[src/rtl/assert_macros.svh]
`ifndef ASSERT_MACROS_SVH
`define ASSERT_MACROS_SVH

// Implication checked on the same edge, quiet while reset is low.
`define ASSERT_SAME(name, ante, cons, msg) \
    name: assert property (@(posedge clk) disable iff (!rst_n) (ante) |-> (cons)) \
        else $error(msg);

// Implication checked on the next edge, quiet while reset is low.
`define ASSERT_NEXT(name, ante, cons, msg) \
    name: assert property (@(posedge clk) disable iff (!rst_n) (ante) |=> (cons)) \
        else $error(msg);

`endif

[src/rtl/hpwd_pkg.sv]
package hpwd_pkg;

    localparam int TEMP_BITS = 15;
    localparam int EXT_W     = TEMP_BITS + 3;
    localparam int CFG_W     = 11;

    localparam int IN_BITS  = 1 + 3 * TEMP_BITS;
    localparam int IN_W     = ((IN_BITS + 7) / 8) * 8;
    localparam int OUT_BITS = 3 + 4 + 1 + 9 + TEMP_BITS;
    localparam int OUT_W    = ((OUT_BITS + 7) / 8) * 8;

    typedef logic signed [TEMP_BITS-1:0] temp_t;
    typedef logic signed [EXT_W-1:0]     ext_t;

    localparam logic [2:0] PH_IDLE  = 3'd0;
    localparam logic [2:0] PH_BOOST = 3'd1;
    localparam logic [2:0] PH_COAST = 3'd2;
    localparam logic [2:0] PH_PID   = 3'd3;
    localparam logic [2:0] PH_SAFE  = 3'd4;

    localparam logic [3:0] EV_STAY      = 4'd0;
    localparam logic [3:0] EV_IDLE      = 4'd1;
    localparam logic [3:0] EV_BOOST     = 4'd2;
    localparam logic [3:0] EV_COAST     = 4'd3;
    localparam logic [3:0] EV_PID       = 4'd4;
    localparam logic [3:0] EV_RECOVERED = 4'd5;
    localparam logic [3:0] EV_NO_RISE   = 4'd6;
    localparam logic [3:0] EV_DROP      = 4'd7;
    localparam logic [3:0] EV_LOW       = 4'd8;

    localparam logic [2:0] REG_NO_RISE_TIMEOUT  = 3'd0;
    localparam logic [2:0] REG_MIN_RISE         = 3'd1;
    localparam logic [2:0] REG_EXIT_MARGIN      = 3'd2;
    localparam logic [2:0] REG_COAST_LENGTH     = 3'd3;
    localparam logic [2:0] REG_FALL_LIMIT       = 3'd4;
    localparam logic [2:0] REG_DROP_MARGIN      = 3'd5;
    localparam logic [2:0] REG_DROP_COUNT_LIMIT = 3'd6;
    localparam logic [2:0] REG_SUSTAIN_LIMIT    = 3'd7;

    localparam ext_t       SUSTAIN_MARGIN = EXT_W'(300);
    localparam ext_t       RECOVER_MARGIN = EXT_W'(200);
    localparam logic [8:0] COAST_SEED     = 9'd300;

    typedef struct packed {
        logic [9:0]  no_rise_timeout;
        logic [10:0] min_rise;
        logic [10:0] exit_margin;
        logic [7:0]  coast_length;
        logic [9:0]  fall_limit;
        logic [10:0] drop_margin;
        logic [3:0]  drop_count_limit;
        logic [7:0]  sustain_count_limit;
    } cfg_t;

    typedef struct packed {
        logic [2:0] phase;
        logic [9:0] rise_window_count;
        temp_t      window_start_temp;
        logic [7:0] coast_count;
        logic [3:0] fast_drop_count;
        logic [7:0] low_count;
    } state_t;

    typedef struct packed {
        logic  auto_on;
        temp_t skin_temp;
        temp_t target_temp;
        temp_t last_measure;
    } tick_t;

    typedef struct packed {
        logic [2:0] phase;
        logic [3:0] event_res;
        logic       seed_valid;
        logic [8:0] seed_integral;
        temp_t      seed_last_measure;
    } result_t;

    function automatic ext_t ext_temp(temp_t v);
        return ext_t'(v);
    endfunction

    function automatic ext_t ext_cfg(logic [CFG_W-1:0] v);
        return $signed({{(EXT_W - CFG_W){1'b0}}, v});
    endfunction

endpackage

[src/rtl/heater_phase_watchdog_fsm.sv]
// Channel   Dir  Handshake                     Payload
// s_axis    in   s_axis_tvalid/s_axis_tready   tick: auto_on, skin, target, last_measure
// m_axis    out  m_axis_tvalid/m_axis_tready   phase, event, pid seeds
// cfg       in   cfg_we (no wait)              cfg_index, cfg_data
//
// One word per cycle sustained while m_axis_tready stays high.
// A word sits in the input register, the phase logic runs in one pass and the
// result lands in the output register while the state updates.
// Reset clears the phase state and loads the register defaults.
// With the output stalled, one more word is taken into the input register.
`include "assert_macros.svh"

module heater_phase_watchdog_fsm
    import hpwd_pkg::*;
(
    input  logic             clk,
    input  logic             rst_n,
    input  logic             s_axis_tvalid,
    output logic             s_axis_tready,
    // auto_on, skin_temp, target_temp, last_measure, zero pad
    input  logic [IN_W-1:0]  s_axis_tdata,
    output logic             m_axis_tvalid,
    input  logic             m_axis_tready,
    // phase, event_res, seed_valid, seed_integral, seed_last_measure
    output logic [OUT_W-1:0] m_axis_tdata,
    input  logic             cfg_we,
    input  logic [2:0]       cfg_index,
    input  logic [CFG_W-1:0] cfg_data
);

    logic               in_valid_reg;
    logic [IN_BITS-1:0] in_data_reg;
    logic               out_valid_reg;
    result_t            out_data_reg;
    state_t             state_reg;
    state_t             state_next;
    cfg_t               cfg_reg;
    tick_t              tick;
    result_t            res;
    logic               adv;

    assign adv           = in_valid_reg && (!out_valid_reg || m_axis_tready);
    assign s_axis_tready = !in_valid_reg || adv;
    assign m_axis_tvalid = out_valid_reg;
    assign m_axis_tdata  = OUT_W'({out_data_reg.seed_last_measure, out_data_reg.seed_integral,
                                   out_data_reg.seed_valid, out_data_reg.event_res,
                                   out_data_reg.phase});

    assign tick.auto_on      = in_data_reg[0];
    assign tick.skin_temp    = in_data_reg[TEMP_BITS:1];
    assign tick.target_temp  = in_data_reg[2*TEMP_BITS:TEMP_BITS+1];
    assign tick.last_measure = in_data_reg[3*TEMP_BITS:2*TEMP_BITS+1];

    hpwd_step u_step (
        .cfg  (cfg_reg),
        .cur  (state_reg),
        .tick (tick),
        .nxt  (state_next),
        .res  (res)
    );

    always_ff @(posedge clk or negedge rst_n)
    begin
        if (!rst_n)
        begin
            in_valid_reg  <= 1'b0;
            out_valid_reg <= 1'b0;
            state_reg     <= '0;
        end
        else
        begin
            if (s_axis_tready)
            begin
                in_valid_reg <= s_axis_tvalid;
            end
            if (adv)
            begin
                out_valid_reg <= 1'b1;
                state_reg     <= state_next;
            end
            else if (m_axis_tready)
            begin
                out_valid_reg <= 1'b0;
            end
        end
    end

    always_ff @(posedge clk)
    begin
        if (s_axis_tready && s_axis_tvalid)
        begin
            in_data_reg <= s_axis_tdata[IN_BITS-1:0];
        end
        if (adv)
        begin
            out_data_reg <= res;
        end
    end

    always_ff @(posedge clk or negedge rst_n)
    begin
        if (!rst_n)
        begin
            cfg_reg.no_rise_timeout     <= 10'd300;
            cfg_reg.min_rise            <= 11'd30;
            cfg_reg.exit_margin         <= 11'd300;
            cfg_reg.coast_length        <= 8'd45;
            cfg_reg.fall_limit          <= 10'd8;
            cfg_reg.drop_margin         <= 11'd200;
            cfg_reg.drop_count_limit    <= 4'd3;
            cfg_reg.sustain_count_limit <= 8'd20;
        end
        else if (cfg_we)
        begin
            unique case (cfg_index)
                REG_NO_RISE_TIMEOUT:  cfg_reg.no_rise_timeout     <= cfg_data[9:0];
                REG_MIN_RISE:         cfg_reg.min_rise            <= cfg_data;
                REG_EXIT_MARGIN:      cfg_reg.exit_margin         <= cfg_data;
                REG_COAST_LENGTH:     cfg_reg.coast_length        <= cfg_data[7:0];
                REG_FALL_LIMIT:       cfg_reg.fall_limit          <= cfg_data[9:0];
                REG_DROP_MARGIN:      cfg_reg.drop_margin         <= cfg_data;
                REG_DROP_COUNT_LIMIT: cfg_reg.drop_count_limit    <= cfg_data[3:0];
                REG_SUSTAIN_LIMIT:    cfg_reg.sustain_count_limit <= cfg_data[7:0];
            endcase
        end
    end

    `ASSERT_SAME(a_seed_in_pid, out_valid_reg && out_data_reg.seed_valid,
                 out_data_reg.phase == PH_PID, "seed word outside pid")
    `ASSERT_NEXT(a_state_hold, !adv, $stable(state_reg), "state moved without a word")
    `ASSERT_SAME(a_full_when_busy, !s_axis_tready, in_valid_reg && out_valid_reg,
                 "input stalled with room")

endmodule

[src/rtl/hpwd_step.sv]
module hpwd_step
    import hpwd_pkg::*;
(
    input  cfg_t    cfg,
    input  state_t  cur,
    input  tick_t   tick,
    output state_t  nxt,
    output result_t res
);

    ext_t       skin;
    ext_t       target;
    ext_t       prev;
    logic [9:0] rise_cnt;
    logic [7:0] coast_cnt;
    logic [3:0] drop_cnt;
    logic [7:0] low_cnt;
    logic       no_rise;
    logic       fast;
    logic       far;
    logic       tripped;

    assign skin   = ext_temp(tick.skin_temp);
    assign target = ext_temp(tick.target_temp);
    assign prev   = ext_temp(tick.last_measure);

    assign rise_cnt  = (cur.rise_window_count == '1) ? cur.rise_window_count
                                                     : cur.rise_window_count + 10'd1;
    assign coast_cnt = (cur.coast_count == '1) ? cur.coast_count : cur.coast_count + 8'd1;
    assign drop_cnt  = (cur.fast_drop_count == '1) ? cur.fast_drop_count
                                                   : cur.fast_drop_count + 4'd1;
    assign low_cnt   = (cur.low_count == '1) ? cur.low_count : cur.low_count + 8'd1;

    assign no_rise = (skin - ext_temp(cur.window_start_temp)) < ext_cfg(cfg.min_rise);
    assign fast    = (prev - skin) > ext_cfg({1'b0, cfg.fall_limit});
    assign far     = skin < (target - ext_cfg(cfg.drop_margin));

    always_comb
    begin
        nxt     = cur;
        res     = '0;
        tripped = 1'b0;
        if (!tick.auto_on)
        begin
            nxt.phase             = PH_IDLE;
            nxt.rise_window_count = '0;
            nxt.coast_count       = '0;
            nxt.low_count         = '0;
            nxt.fast_drop_count   = '0;
            res.event_res         = EV_IDLE;
        end
        else
        begin
            unique case (cur.phase)
                PH_IDLE:
                begin
                    nxt.rise_window_count = '0;
                    nxt.window_start_temp = tick.skin_temp;
                    nxt.phase             = PH_BOOST;
                    res.event_res         = EV_BOOST;
                end
                PH_BOOST:
                begin
                    nxt.rise_window_count = rise_cnt;
                    if (rise_cnt >= cfg.no_rise_timeout)
                    begin
                        if (no_rise)
                        begin
                            nxt.phase     = PH_SAFE;
                            res.event_res = EV_NO_RISE;
                            tripped       = 1'b1;
                        end
                        else
                        begin
                            nxt.window_start_temp = tick.skin_temp;
                            nxt.rise_window_count = '0;
                        end
                    end
                    if (!tripped && skin >= (target - ext_cfg(cfg.exit_margin)))
                    begin
                        nxt.coast_count = '0;
                        nxt.phase       = PH_COAST;
                        res.event_res   = EV_COAST;
                    end
                end
                PH_COAST:
                begin
                    nxt.coast_count = coast_cnt;
                    if (coast_cnt >= cfg.coast_length)
                    begin
                        res.seed_valid        = 1'b1;
                        res.seed_integral     = COAST_SEED;
                        res.seed_last_measure = tick.skin_temp;
                        nxt.low_count         = '0;
                        nxt.fast_drop_count   = '0;
                        nxt.phase             = PH_PID;
                        res.event_res         = EV_PID;
                    end
                end
                PH_PID:
                begin
                    if (fast && far)
                    begin
                        nxt.fast_drop_count = drop_cnt;
                        if (drop_cnt >= cfg.drop_count_limit)
                        begin
                            nxt.fast_drop_count = '0;
                            nxt.phase           = PH_SAFE;
                            res.event_res       = EV_DROP;
                            tripped             = 1'b1;
                        end
                    end
                    else
                    begin
                        nxt.fast_drop_count = '0;
                    end
                    if (!tripped)
                    begin
                        if (skin < (target - SUSTAIN_MARGIN))
                        begin
                            nxt.low_count = low_cnt;
                            if (low_cnt >= cfg.sustain_count_limit)
                            begin
                                nxt.low_count = '0;
                                nxt.phase     = PH_SAFE;
                                res.event_res = EV_LOW;
                            end
                        end
                        else
                        begin
                            nxt.low_count = '0;
                        end
                    end
                end
                PH_SAFE:
                begin
                    if (skin >= (target - RECOVER_MARGIN))
                    begin
                        res.seed_valid        = 1'b1;
                        res.seed_last_measure = tick.skin_temp;
                        nxt.phase             = PH_PID;
                        res.event_res         = EV_RECOVERED;
                    end
                end
                default:
                begin
                    nxt.phase     = PH_IDLE;
                    res.event_res = EV_IDLE;
                end
            endcase
        end
        res.phase = nxt.phase;
    end

endmodule
[config.mk]
export PLATFORM = sky130hd
export DESIGN_NAME = heater_phase_watchdog_fsm
export DESIGN_NICKNAME = d
export VERILOG_FILES = /design/src/rtl/hpwd_pkg.sv /design/src/rtl/heater_phase_watchdog_fsm.sv /design/src/rtl/hpwd_step.sv
export VERILOG_INCLUDE_DIRS = /design/src /design/src/rtl
export SDC_FILE = /design/constraint.sdc
export NUM_CORES = 1
export LEC_CHECK = 0
export ABC_CLOCK_PERIOD_IN_PS = 5000
export BUFFER_PORTS_ARGS = -buffer_cell sky130_fd_sc_hd__buf_2
export CORE_MARGIN = 2
export CORE_UTILIZATION = 40
export CTS_CLUSTER_DIAMETER = 30
export DETAILED_ROUTE_END_ITERATION = 10
export MAX_ROUTING_LAYER = met4
export PLACE_DENSITY_LB_ADDON = 0.25
export SYNTH_ARGS = -nofsm -noshare
export SYNTH_HDL_FRONTEND = slang
export SYNTH_SLANG_ARGS = --single-unit
export TNS_END_PERCENT = 10
[constraint.sdc]
create_clock -name clk -period 5 [get_ports clk]
set_input_delay 0.75 -clock clk [delete_from_list [all_inputs] [get_ports clk]]
set_output_delay 0.75 -clock clk [all_outputs]
set_load 0.02 [all_outputs]
==> results.md, run 1 <==
- Initial DRC count: 494
- Async S/R FF share, synth: 0.637
- CTS Hold Bufs: 0
- Setup TNS: 0 ps
- Xor-xnor portion of the synthesized cell area: 0.0456
- Pin count of the biggest net entering global routing: 72
- Largest register FFs: 73
- Area grow syn2layout: 14.5%
- Slowest cell delay on critical path: 400 ps
- DRC Markers: 0
- Port buffer count: 93
- MaxCap Viol Count: 0
- GRT overflow: 0
- Seq/Total Area, Yosys: 0.382
- Vias in the first global route: 10400
- Dpl cells: 1959
- Mean Syn Cell Area: 9.65 um^2
- Clock buffer depth: 2
- Type of the worst setup path: register to register
- CTS root buf: clkbuf_16
- Critical Path Sink Type: register
- Initial Util: 0.406
- Syn Std Cell Area: 0.0136 mm^2
- Ys flop type: dfrtp_1
- Placed Instance Area: 0.0148 mm^2
- Vias/cell: 5.33
- Synth warn: 0
- Global-route wire length before repair: 55500 um
- Worst Hold Class: input pin to async pin
- Seq cells post-synth: 193
- Final worst-path cycle share: 0.953
- Clk_lat worst skew: 460 ps
- Synth Area in Simple Gates: 0.138
- Initial antenna violation count: 0
- Finished Cell Area: 0.0156 mm^2
- All-Layer GR Usage: 0.204
- Actual slew at the worst max-slew pin: 1190 ps
- Leakage: 7.03 nW
- R2R cell count: 27
- Num ports: 101
- Worst endpoint data arrival time: 5100 ps
- Routed WL: 34500 um
- Wire per inst: 17.2 um
- Adder-Cell Fraction of Synth Area: 0.162
- Ant diodes: 0
- Cells after Synth: 1412
- CTS H-tree lvls: 4
- Finished Core Util: 0.465
- Final Setup Violations: 0
- Detail Route Antenna Nets: 0
- EDFF count, synth: 70
- Most common cell on crit path: buf_4
- Slowest cell on the critical path: edfxtp_1
- Final Wtd Congestion: 0.862
- Power Density: 393 mW/mm^2
- Die area: 0.0355 mm^2
- Main combinational cell family by area after synthesis: compound AO/OA/AOI/OAI gates
- Final Hold Fails: 0
- Fraction of layout cells with a size suffix above 1: 0.189
- Post-route insts no fill: 1998
- Synth Area in Compound Gates: 0.166
- Crit path max fanout: 8
- Die H: 189 um
- Fin nets: 1778
- Post-route minimum period: 4770 ps
- CP required: 5340 ps
- Vias post-DR: 10700
- FMAX: 210 MHz
- Peak VDD IR: 294 uV
- Clock sink total: 193
- TritonCTS Buffers: 17
- Rows: 67
- DR pass1 iterations: 5
- CTS tree: yes
- Startpoint types: register
- Mux share of post-synthesis cell area: 0.0471
- Max Transition Viols Final: 0
- Clock slew at reported path FFs: 80 ps
- Slew headroom: 0.195
- Netlist cell types: 86
- Status: completed
- Pwr Total: 0.00613 W
- Core ar.: 0.0335 mm^2
- HPWL after DPL: 26000 um
- Setup Skew: 14.1 ps
- Die W: 189 um
==> power by group <==
group,switching [W],internal (W),total [W]
Sequential,0.000152,0.00193,0.00208
Combinational,0.00149,0.00117,0.00266
Clock,0.000680,0.000706,0.00139
==> worst max-delay path, delay by kind of cell, from the launching register on <==
family / cells / cell delay (ps)
AOI/OAI and AO/OA: 14 / 2380
DFF: 1 / 400
xor gates and xnor gates: 1 / 100
adders and majority gates: 3 / 710
and+or+nand+nor: 2 / 120
buffers and inverters: 7 / 970
==> path summary, 6_finish.rpt <==
| path | from | end | slack (ps) |
|---|---|---|---|
| hold / removal | rst_n | state_reg[45] | 460 |
| setup / recovery | in_data_reg[16] | state_reg[6] | 230 |
| max in group asynchronous | rst_n | cfg_reg[49] | 3470 |
| min in group clk | s_axis_tdata[45] | in_data_reg[45] | 470 |
| hold reg to reg | cfg_reg[49] | cfg_reg[49] | 510 |
| setup reg to reg | in_data_reg[16] | state_reg[6] | 230 |
==> per-stage QoR <==
step / setup WS [ps] / hold slack (ps)
2_1_floorplan: 274 / 454
3_3_place_gp: -164 / 476
3_5_place_dp: -205 / 494
4_1_cts: 9.04 / 448
5_1_grt: -116 / 450
6_report: 233 / 464
==> logic make-up (layout without fill, tap and decap cells) <==
kind of cell    count (synthesis)  count (layout)
fa+ha+maj                     174             174
xor+xnor                       71              71
other cells                     1               5
compound gates                350             350
mux                            59              59
simple gates                  372             372
buf+inv                       192             326
flops                         193             193
==> final cells by class <==
cell class / instances / area (um^2)
multi-input cells: 1031 / 7820
fillers: 3255 / 17900
clock inverters: 14 / 149
inverters: 153 / 574
flip-flops and latches: 193 / 5210
repair buffers: 141 / 848
clock buffers: 18 / 429
well taps: 448 / 561
==> routing by layer <==
layer / track usage / vias up / share of wire
met5: - / - / 0
li1: - / 5330 / -
met4: 0.0637 / 0 / 0.018
met3: 0.0222 / 33 / 0.025
met1: 0.265 / 5128 / 0.47
met2: 0.335 / 166 / 0.48
==> Yosys cell counts (4+ instances only) <==
master	number	area, um^2
nand2_1	104	390
or4_1	4	30.0
nand2b_1	26	163
nand3_1	36	180
nor2b_1	13	81.3
o31ai_1	9	67.6
or2_2	7	43.8
nor2_1	69	259
o21ai_1	4	20.0
fa_1	4	80.1
mux2i_1	21	210
edfxtp_1	70	2100
inv_1	152	571
o21ai_0	105	526
nand4_1	24	150
a21boi_0	7	52.6
o21a_1	17	128
buf_1	4	15.0
o21bai_1	6	45.0
a21o_1	25	188
buf_4	8	60.1
o22ai_1	6	37.5
a21oi_1	67	335
a22o_1	4	35.0
and3_1	8	50.1
o2111ai_1	6	52.6
nor3_1	38	190
a211oi_1	17	128
dfstp_2	24	631
a31oi_1	12	75.1
xnor2_1	48	420
ha_1	170	2130
or3_1	6	37.5
xor2_1	23	201
dfrtp_1	99	2480
o211ai_1	13	97.6
nor4b_1	4	35.0
a211o_1	6	52.6
mux2_2	37	417
and2_1	9	56.3
and4_1	4	35.0
clkbuf_1	21	78.8
o31a_1	7	61.3
a221o_1	6	60.1
==> timing repair <==
item / in CTS / in global routing
pin swaps: 2 / 23
buffers inserted: 0 / 7
gates cloned: 0 / 0
endpoints found under the hold margin: 0 / 0
gates resized for setup: 11 / 40
setup endpoints to repair: 26 / 51
==> cell usage in the layout, fill, tap and decap left out, drive strengths merged, types with 24 or more instances in the layout <==
cell type	n
xnor2	48
a21oi	68
edfxtp	70
nor2	70
ha	170
dfrtp	99
dfstp	24
nand2b	26
mux2	38
a21o	25
inv	158
buf	141
nor3	38
o21ai	109
nand4	24
nand3	36
nand2	105
Power figures use the tool's default switching activity.
==> inputs of run 2 (changes only) <==
--- a/config.mk
+++ b/config.mk
@@ -7,7 +7,7 @@
 export NUM_CORES = 1
 export LEC_CHECK = 0
 export ABC_CLOCK_PERIOD_IN_PS = 5000
-export BUFFER_PORTS_ARGS = -buffer_cell sky130_fd_sc_hd__buf_2
+export BUFFER_PORTS_ARGS = -buffer_cell sky130_fd_sc_hd__clkbuf_2
 export CORE_MARGIN = 2
 export CORE_UTILIZATION = 40
 export CTS_CLUSTER_DIAMETER = 30
==> run 2 against run 1 <==
First-iteration DRC count rose by 19%; routed wire length rose by 0.99%; critical path depth fell by 2; design area rose by 0.76%; combinational power rose by 2%; fmax fell by 0.41%; clock skew rose by 0.88 ps; clock-buffer cell count did not move; highest routed layer unchanged; hold slack got worse by 69 ps; via count rose by 0.36%; critical endpoint is now state_reg[46]; non-clock buffer count rose by 13; die area did not move.
==> results.md, run 2 (synthesis results as in run 1) <==
- GRT overflow: 0 (unchanged)
- Actual slew at the worst max-slew pin: 1320 ps (+130 ps)
- MaxCap Viol Count: 0 (unchanged)
- CP required: 5330 ps (about the same)
- Die area: 0.0355 mm^2 (unchanged)
- Crit path max fanout: 4 (-4)
- Post-route minimum period: 4790 ps (+19.8 ps)
- Setup Skew: 14.9 ps (+0.880 ps)
- Peak VDD IR: 294 uV (about the same)
- Vias in the first global route: 10500 (+0.33%)
- Slowest cell on the critical path: edfxtp_1
- Port buffer count: 93 (unchanged)
- DR pass1 iterations: 5 (unchanged)
- Num ports: 101 (unchanged)
- Slew headroom: 0.107 (-0.0877)
- Wire per inst: 17.3 um (+0.34%)
- Final Setup Violations: 0 (unchanged)
- All-Layer GR Usage: 0.205 (+0.00160)
- Max Transition Viols Final: 0 (unchanged)
- Smallest hold slack: 394 ps (-69.3 ps)
- Startpoint types: register
- Final Hold Fails: 0 (unchanged)
- Leakage: 7.12 nW (+1.3%)
- Critical Path Sink Type: register
- Fraction of layout cells with a size suffix above 1: 0.199 (+0.00994)
- Most common cell on crit path: buf_4
- CTS tree: yes
- TritonCTS Buffers: 17 (unchanged)
- Clk_lat worst skew: 450 ps (about the same)
- Most common cell after layout, fill and taps aside: ha_1
- Initial antenna violation count: 0 (unchanged)
- Unrepaired setup endpoints after global routing: true
- FMAX: 209 MHz (-0.41%)
- Filler Cells Inserted: 3213 (-1.3%)
- Ant diodes: 0 (unchanged)
- Core ar.: 0.0335 mm^2 (unchanged)
- Vias post-DR: 10700 (+0.36%)
- Final Wtd Congestion: 0.852 (-1.1%)
- Global-route wire length before repair: 55900 um (+0.72%)
- Detail Route Antenna Nets: 0 (unchanged)
- Most frequent cells in the layout: 168 x ha_1, 151 x inv_1, 104 x nand2_1
- CP top delay family: compound AO/OA/AOI/OAI gates
- Worst endpoint data arrival time: 5110 ps (about the same)
- Final worst-path cycle share: 0.957 (+0.00396)
- Pin count of the biggest net entering global routing: 124 (+72%)
- Die H: 189 um (unchanged)
- Clock slew at reported path FFs: 80 ps (about the same)
- Type of the worst setup path: register to register
- HPWL after DPL: 25700 um (-1.2%)
- Largest register FFs: 73 (unchanged)
- Rows: 67 (unchanged)
- R2R cell count: 25 (-7.4%)
- DRC Markers: 0 (unchanged)
- Initial DRC count: 586 (+19%)
- Vias/cell: 5.32 (-0.29%)
- WP depth: 25 (-7.4%)
- Status: completed
- Power Density: 392 mW/mm^2 (-0.34%)
- Buf/Inv on CP: 5 (-2)
- CTS H-tree lvls: 4 (unchanged)
- Fin nets: 1791 (+0.73%)
- Routed WL: 34800 um (+0.99%)
- Clock sink total: 193 (unchanged)
- Worst Hold Class: input pin to async pin
- Finished Core Util: 0.469 (+0.00355)
- Area grow syn2layout: 15.3%
- Slowest cell delay on critical path: 420 ps (+20 ps)
- CTS root buf: clkbuf_16
- Die W: 189 um (unchanged)
- Initial Util: 0.406 (unchanged)
- Clock buffer depth: 2 (unchanged)
-- run 2: cell count changes in the layout (fill, tap and decap cells not counted), sizes merged --
cell,previous run,this run
inv,158,160
clkbuf,18,110
buf,141,62
clkinvlp,2,1
clkinv,6,5
-- run 2: report_power, final --
part	switching [W]	total (W)	internal (W)
clock	0.000669	0.00137	0.000698
combinational	0.00150	0.00271	0.00120
sequential	0.000151	0.00208	0.00193
-- run 2: worst paths after layout --
kind | startpoint | end | slack, ps
max | in_data_reg[16] | state_reg[46] | 210
min | rst_n | cfg_reg[16] | 390
max reg2reg | in_data_reg[16] | state_reg[46] | 210
min reg2reg | cfg_reg[7] | cfg_reg[7] | 510
max in group asynchronous | rst_n | cfg_reg[48] | 4060
min in group clk | s_axis_tdata[41] | in_data_reg[41] | 460
-- run 2: final cells by class --
type	instances	area (um^2)	area share
Multi-Input combinational cell	1031	7860	0.500
Sequential cell	193	5210	0.332
Timing Repair Buffer	154	955	0.0608
Inverter	153	574	0.0366
Tap cell	448	561	0.0357
Clock buffer	18	429	0.0273
Clock inverter	14	129	0.00820
-- run 2: timing repair --
item / CTS / global route
setup endpoints to repair: 26 / 50
setup buffers: 10 / 10
gates resized for setup: 12 / 46
hold buffers: 0 / 0
pin swaps: 1 / 25
-- run 2: per-layer routing --
layer,routed length (um),vias up,global-route usage,part of all wire
li1,-,5355,-,-
met1,16500,5145,0.269,0.47
met2,16800,160,0.335,0.48
met3,952,35,0.0318,0.027
met4,510,0,0.0484,0.015
met5,0,-,-,0
-- run 2: per-stage QoR --
| step | worst slack (ps) | power, W | area (um^2) | instances | setup TNS, ps |
|---|---|---|---|---|---|
| 2_1_floorplan | 274 | 0.00399 | 13600 | 1416 | 0 |
| 6_report | 213 | 0.00615 | 15700 | 2011 | 0 |
| 4_1_cts | 1.47 | 0.00609 | 15500 | 2001 | 0 |
| 3_3_place_gp | -167 | 0.00458 | 14800 | 1959 | -1810 |
| 3_5_place_dp | -215 | 0.00464 | 14800 | 1959 | -2080 |
| 5_1_grt | -72.4 | 0.00662 | 15700 | 2011 | -701 |
==> inputs of run 3 (changes only) <==
--- a/config.mk
+++ b/config.mk
@@ -8,6 +8,7 @@
 export LEC_CHECK = 0
 export ABC_CLOCK_PERIOD_IN_PS = 5000
 export BUFFER_PORTS_ARGS = -buffer_cell sky130_fd_sc_hd__clkbuf_2
+export CAP_MARGIN = 20
 export CORE_MARGIN = 2
 export CORE_UTILIZATION = 40
 export CTS_CLUSTER_DIAMETER = 30
@@ -16,5 +17,6 @@
 export PLACE_DENSITY_LB_ADDON = 0.25
 export SYNTH_ARGS = -nofsm -noshare
 export SYNTH_HDL_FRONTEND = slang
+export SYNTH_HIERARCHICAL = 1
 export SYNTH_SLANG_ARGS = --single-unit
 export TNS_END_PERCENT = 10
==> run 3 against run 2 <==
Critical path type unchanged; critical path depth up 6; setup slack worse by 51 ps; synthesized cell count down 0.35%.
==> results.md, run 3 <==
- Clk_lat worst skew: 590 ps (+140 ps)
- Wire per inst: 18.7 um (+7.9%)
- MaxCap Viol Count: 0 (unchanged)
- Power Density: 477 mW/mm^2 (+22%)
- R2R cell count: 31 (+24%)
- Clock sink total: 201 (+4.1%)
- All-Layer GR Usage: 0.212 (+0.00704)
- Cells after Synth: 1407 (-0.35%)
- CTS H-tree lvls: 2 (-2)
- Synth warn: 6 (+6)
- CP required: 5450 ps (+120 ps)
- Seq cells post-synth: 201 (+4.1%)
- Flop-to-flop setup slack: 160 ps (-50 ps)
- Worst r2r src: in_data_reg[16]
- Seq/Total Area, Yosys: 0.375 (-0.00757)
- Pwr Total: 0.00856 W (+39%)
- Synth top area share: 0.170 (-0.0115)
- Top cell type by total area after synthesis: dfrtp_1
- CTS root buf: clkbuf_16
- Fraction of layout cells with a size suffix above 1: 0.292 (+0.0928)
- Status: completed
- DR pass1 iterations: 5 (unchanged)
- Fin nets: 1833 (+2.3%)
- Ys flop type: dfrtp_1
- Peak VDD IR: 340 uV (+15%)
- Actual slew at the worst max-slew pin: 1080 ps (-248 ps)
- GRT overflow: 0 (unchanged)
- Vias in the first global route: 11300 (+7.8%)
- EDFF count, synth: 78 (+11%)
- Final Hold Fails: 0 (unchanged)
- Num ports: 101 (unchanged)
- FMAX: 207 MHz (-1.1%)
- Rows: 69 (+3.0%)
- CTS tree: yes
- Core ar.: 0.0357 mm^2 (+6.3%)
- Worst Hold Class: input pin to async pin
- Initial DRC count: 532 (-9.2%)
- Most common cell on crit path: buf_4
- Clock buffer depth: 3 (+1)
- Slowest cell delay on critical path: 350 ps (-70 ps)
- R2R Path End: state_reg[14]
- Finished Cell Area: 0.0179 mm^2 (+14%)
- Final worst-path cycle share: 0.968 (+0.0103)
- Clock slew at reported path FFs: 40 ps (-40 ps)
- Initial antenna violation count: 0 (unchanged)
- Die H: 195 um (+3.2%)
- Type of the worst setup path: register to register
- Crit path max fanout: 7 (+3)
- Unrepaired setup endpoints after global routing: true
- Crit path to: state_reg[14]
- Global-route wire length before repair: 60600 um (+8.5%)
- Die area: 0.0379 mm^2 (+6.6%)
- Most frequent cells in the layout: 169 x ha_1, 131 x inv_1, 126 x mux2_2
- Most frequent cell after synthesis: ha_1
- Vias/cell: 5.42 (+1.9%)
- Pin count of the biggest net entering global routing: 61 (-51%)
- Detail Route Antenna Nets: 0 (unchanged)
- Routed WL: 39200 um (+13%)
- Final Wtd Congestion: 0.898 (+5.3%)
- Filler Cells Inserted: 3262 (+1.5%)
- Netlist cell types: 86 (unchanged)
- Slowest cell on the critical path: edfxtp_1
- CP startpoint: in_data_reg[16]
- Initial Util: 0.408 (+0.00149)
- Die W: 195 um (+3.2%)
- Slew headroom: 0.279 (+0.172)
- Most common cell after layout, fill and taps aside: ha_1
- Post-route minimum period: 4840 ps (+51.3 ps)
- Largest register FFs: 73 (unchanged)
- Mean Syn Cell Area: 10.3 um^2 (+7.1%)
- Leakage: 8.21 nW (+15%)
- Synth area leaders: dfrtp_1 17%, edfxtp_1 16%, ha_1 15%, mux2_2 9.9%, dfstp_2 4.3%
- Placed Instance Area: 0.0158 mm^2 (+6.5%)
- Async S/R FF share, synth: 0.612 (-0.0254)
- Final Setup Violations: 0 (unchanged)
- Synth cell count leaders: 170 x ha_1, 133 x inv_1, 128 x mux2_2, 99 x dfrtp_1, 78 x edfxtp_1
- Vias post-DR: 11400 (+6.2%)
- Port buffer count: 98 (+5.4%)
- HPWL after DPL: 28400 um (+11%)
- Startpoint types: register
- Critical Path Sink Type: register
- DRC Markers: 0 (unchanged)
- Area grow syn2layout: 23.4%
- Worst endpoint data arrival time: 5290 ps (+180 ps)
- Setup Skew: 26.8 ps (+11.9 ps)
- Max Transition Viols Final: 0 (unchanged)
- Syn Std Cell Area: 0.0145 mm^2 (+6.7%)
- TritonCTS Buffers: 51 (+34)
## run 3: cells by family after synthesis
family                     share of synthesized area
AOI/OAI and AO/OA                              0.142
xor gates and xnor gates                      0.0470
adders and majority gates                      0.152
buffers and inverters                         0.0514
DFF                                            0.375
muxes                                          0.109
other                                       0.000258
and+or+nand+nor                                0.124
## run 3: cell type report
type                       instances  area, um^2  share of cell area
clock buffer                      70        1490              0.0830
inverter                         133         499              0.0278
sequential                       201        5450               0.304
timing repair buffer             175        1080              0.0604
tap                              461         577              0.0321
clock inverter                    26         313              0.0174
antenna                            1        2.50            0.000139
multi-input combinational       1030        8530               0.475
## run 3: power breakdown
group / switching [W] / internal [W]
combinational: 0.00158 / 0.00137
sequential: 0.000204 / 0.00202
clock: 0.00104 / 0.00234
## run 3: routing by layer
metal | up-vias | share of wire | global-route usage
met5 | - | 0 | -
met4 | 0 | 0.038 | 0.0917
met3 | 88 | 0.040 | 0.0406
met2 | 242 | 0.48 | 0.347
met1 | 5499 | 0.44 | 0.257
li1 | 5534 | - | -
## run 3: stage by stage
step                      cells  utilization  worst slack (ps)  hold slack [ps]  setup TNS, ps
final                      2097        0.503               162              260              0
after CTS                  2090        0.498              1.21              282              0
after floorplan            1411            -               159              454              0
after global placement     1971        0.442              -204              486          -1730
after detailed placement   1971        0.442              -307              493          -3410
after global routing       2096        0.503             -67.3              312           -383
## run 3: worst min path at each step
stage | slack (ps) | endpoint
2_1_floorplan | 450 | cfg_reg[0]
5_1_grt | 310 | cfg_reg[37]
3_5_place_dp | 490 | state_reg[31]
4_1_cts | 280 | cfg_reg[37]
6_report | 260 | cfg_reg[37]
3_3_place_gp | 490 | state_reg[28]
## run 3: worst max-delay path, delay by kind of cell, from the launching register on
family	cells	cell delay, ps
AO/OA/AOI/OAI	10	1460
XOR/XNOR	1	120
adder cells (fa/ha/maj)	3	690
buffers and inverters	15	1750
flip-flops	1	350
multiplexers	1	250
AND/OR/NAND/NOR	1	80
## run 3: repair_timing
action | in CTS | in global routing
hold buffers | 0 | 0
setup endpoints to repair | 23 | 48
gates resized for setup | 9 | 40
gates cloned | 0 | 0
buffers inserted | 23 | 7
pin swaps | 7 | 32
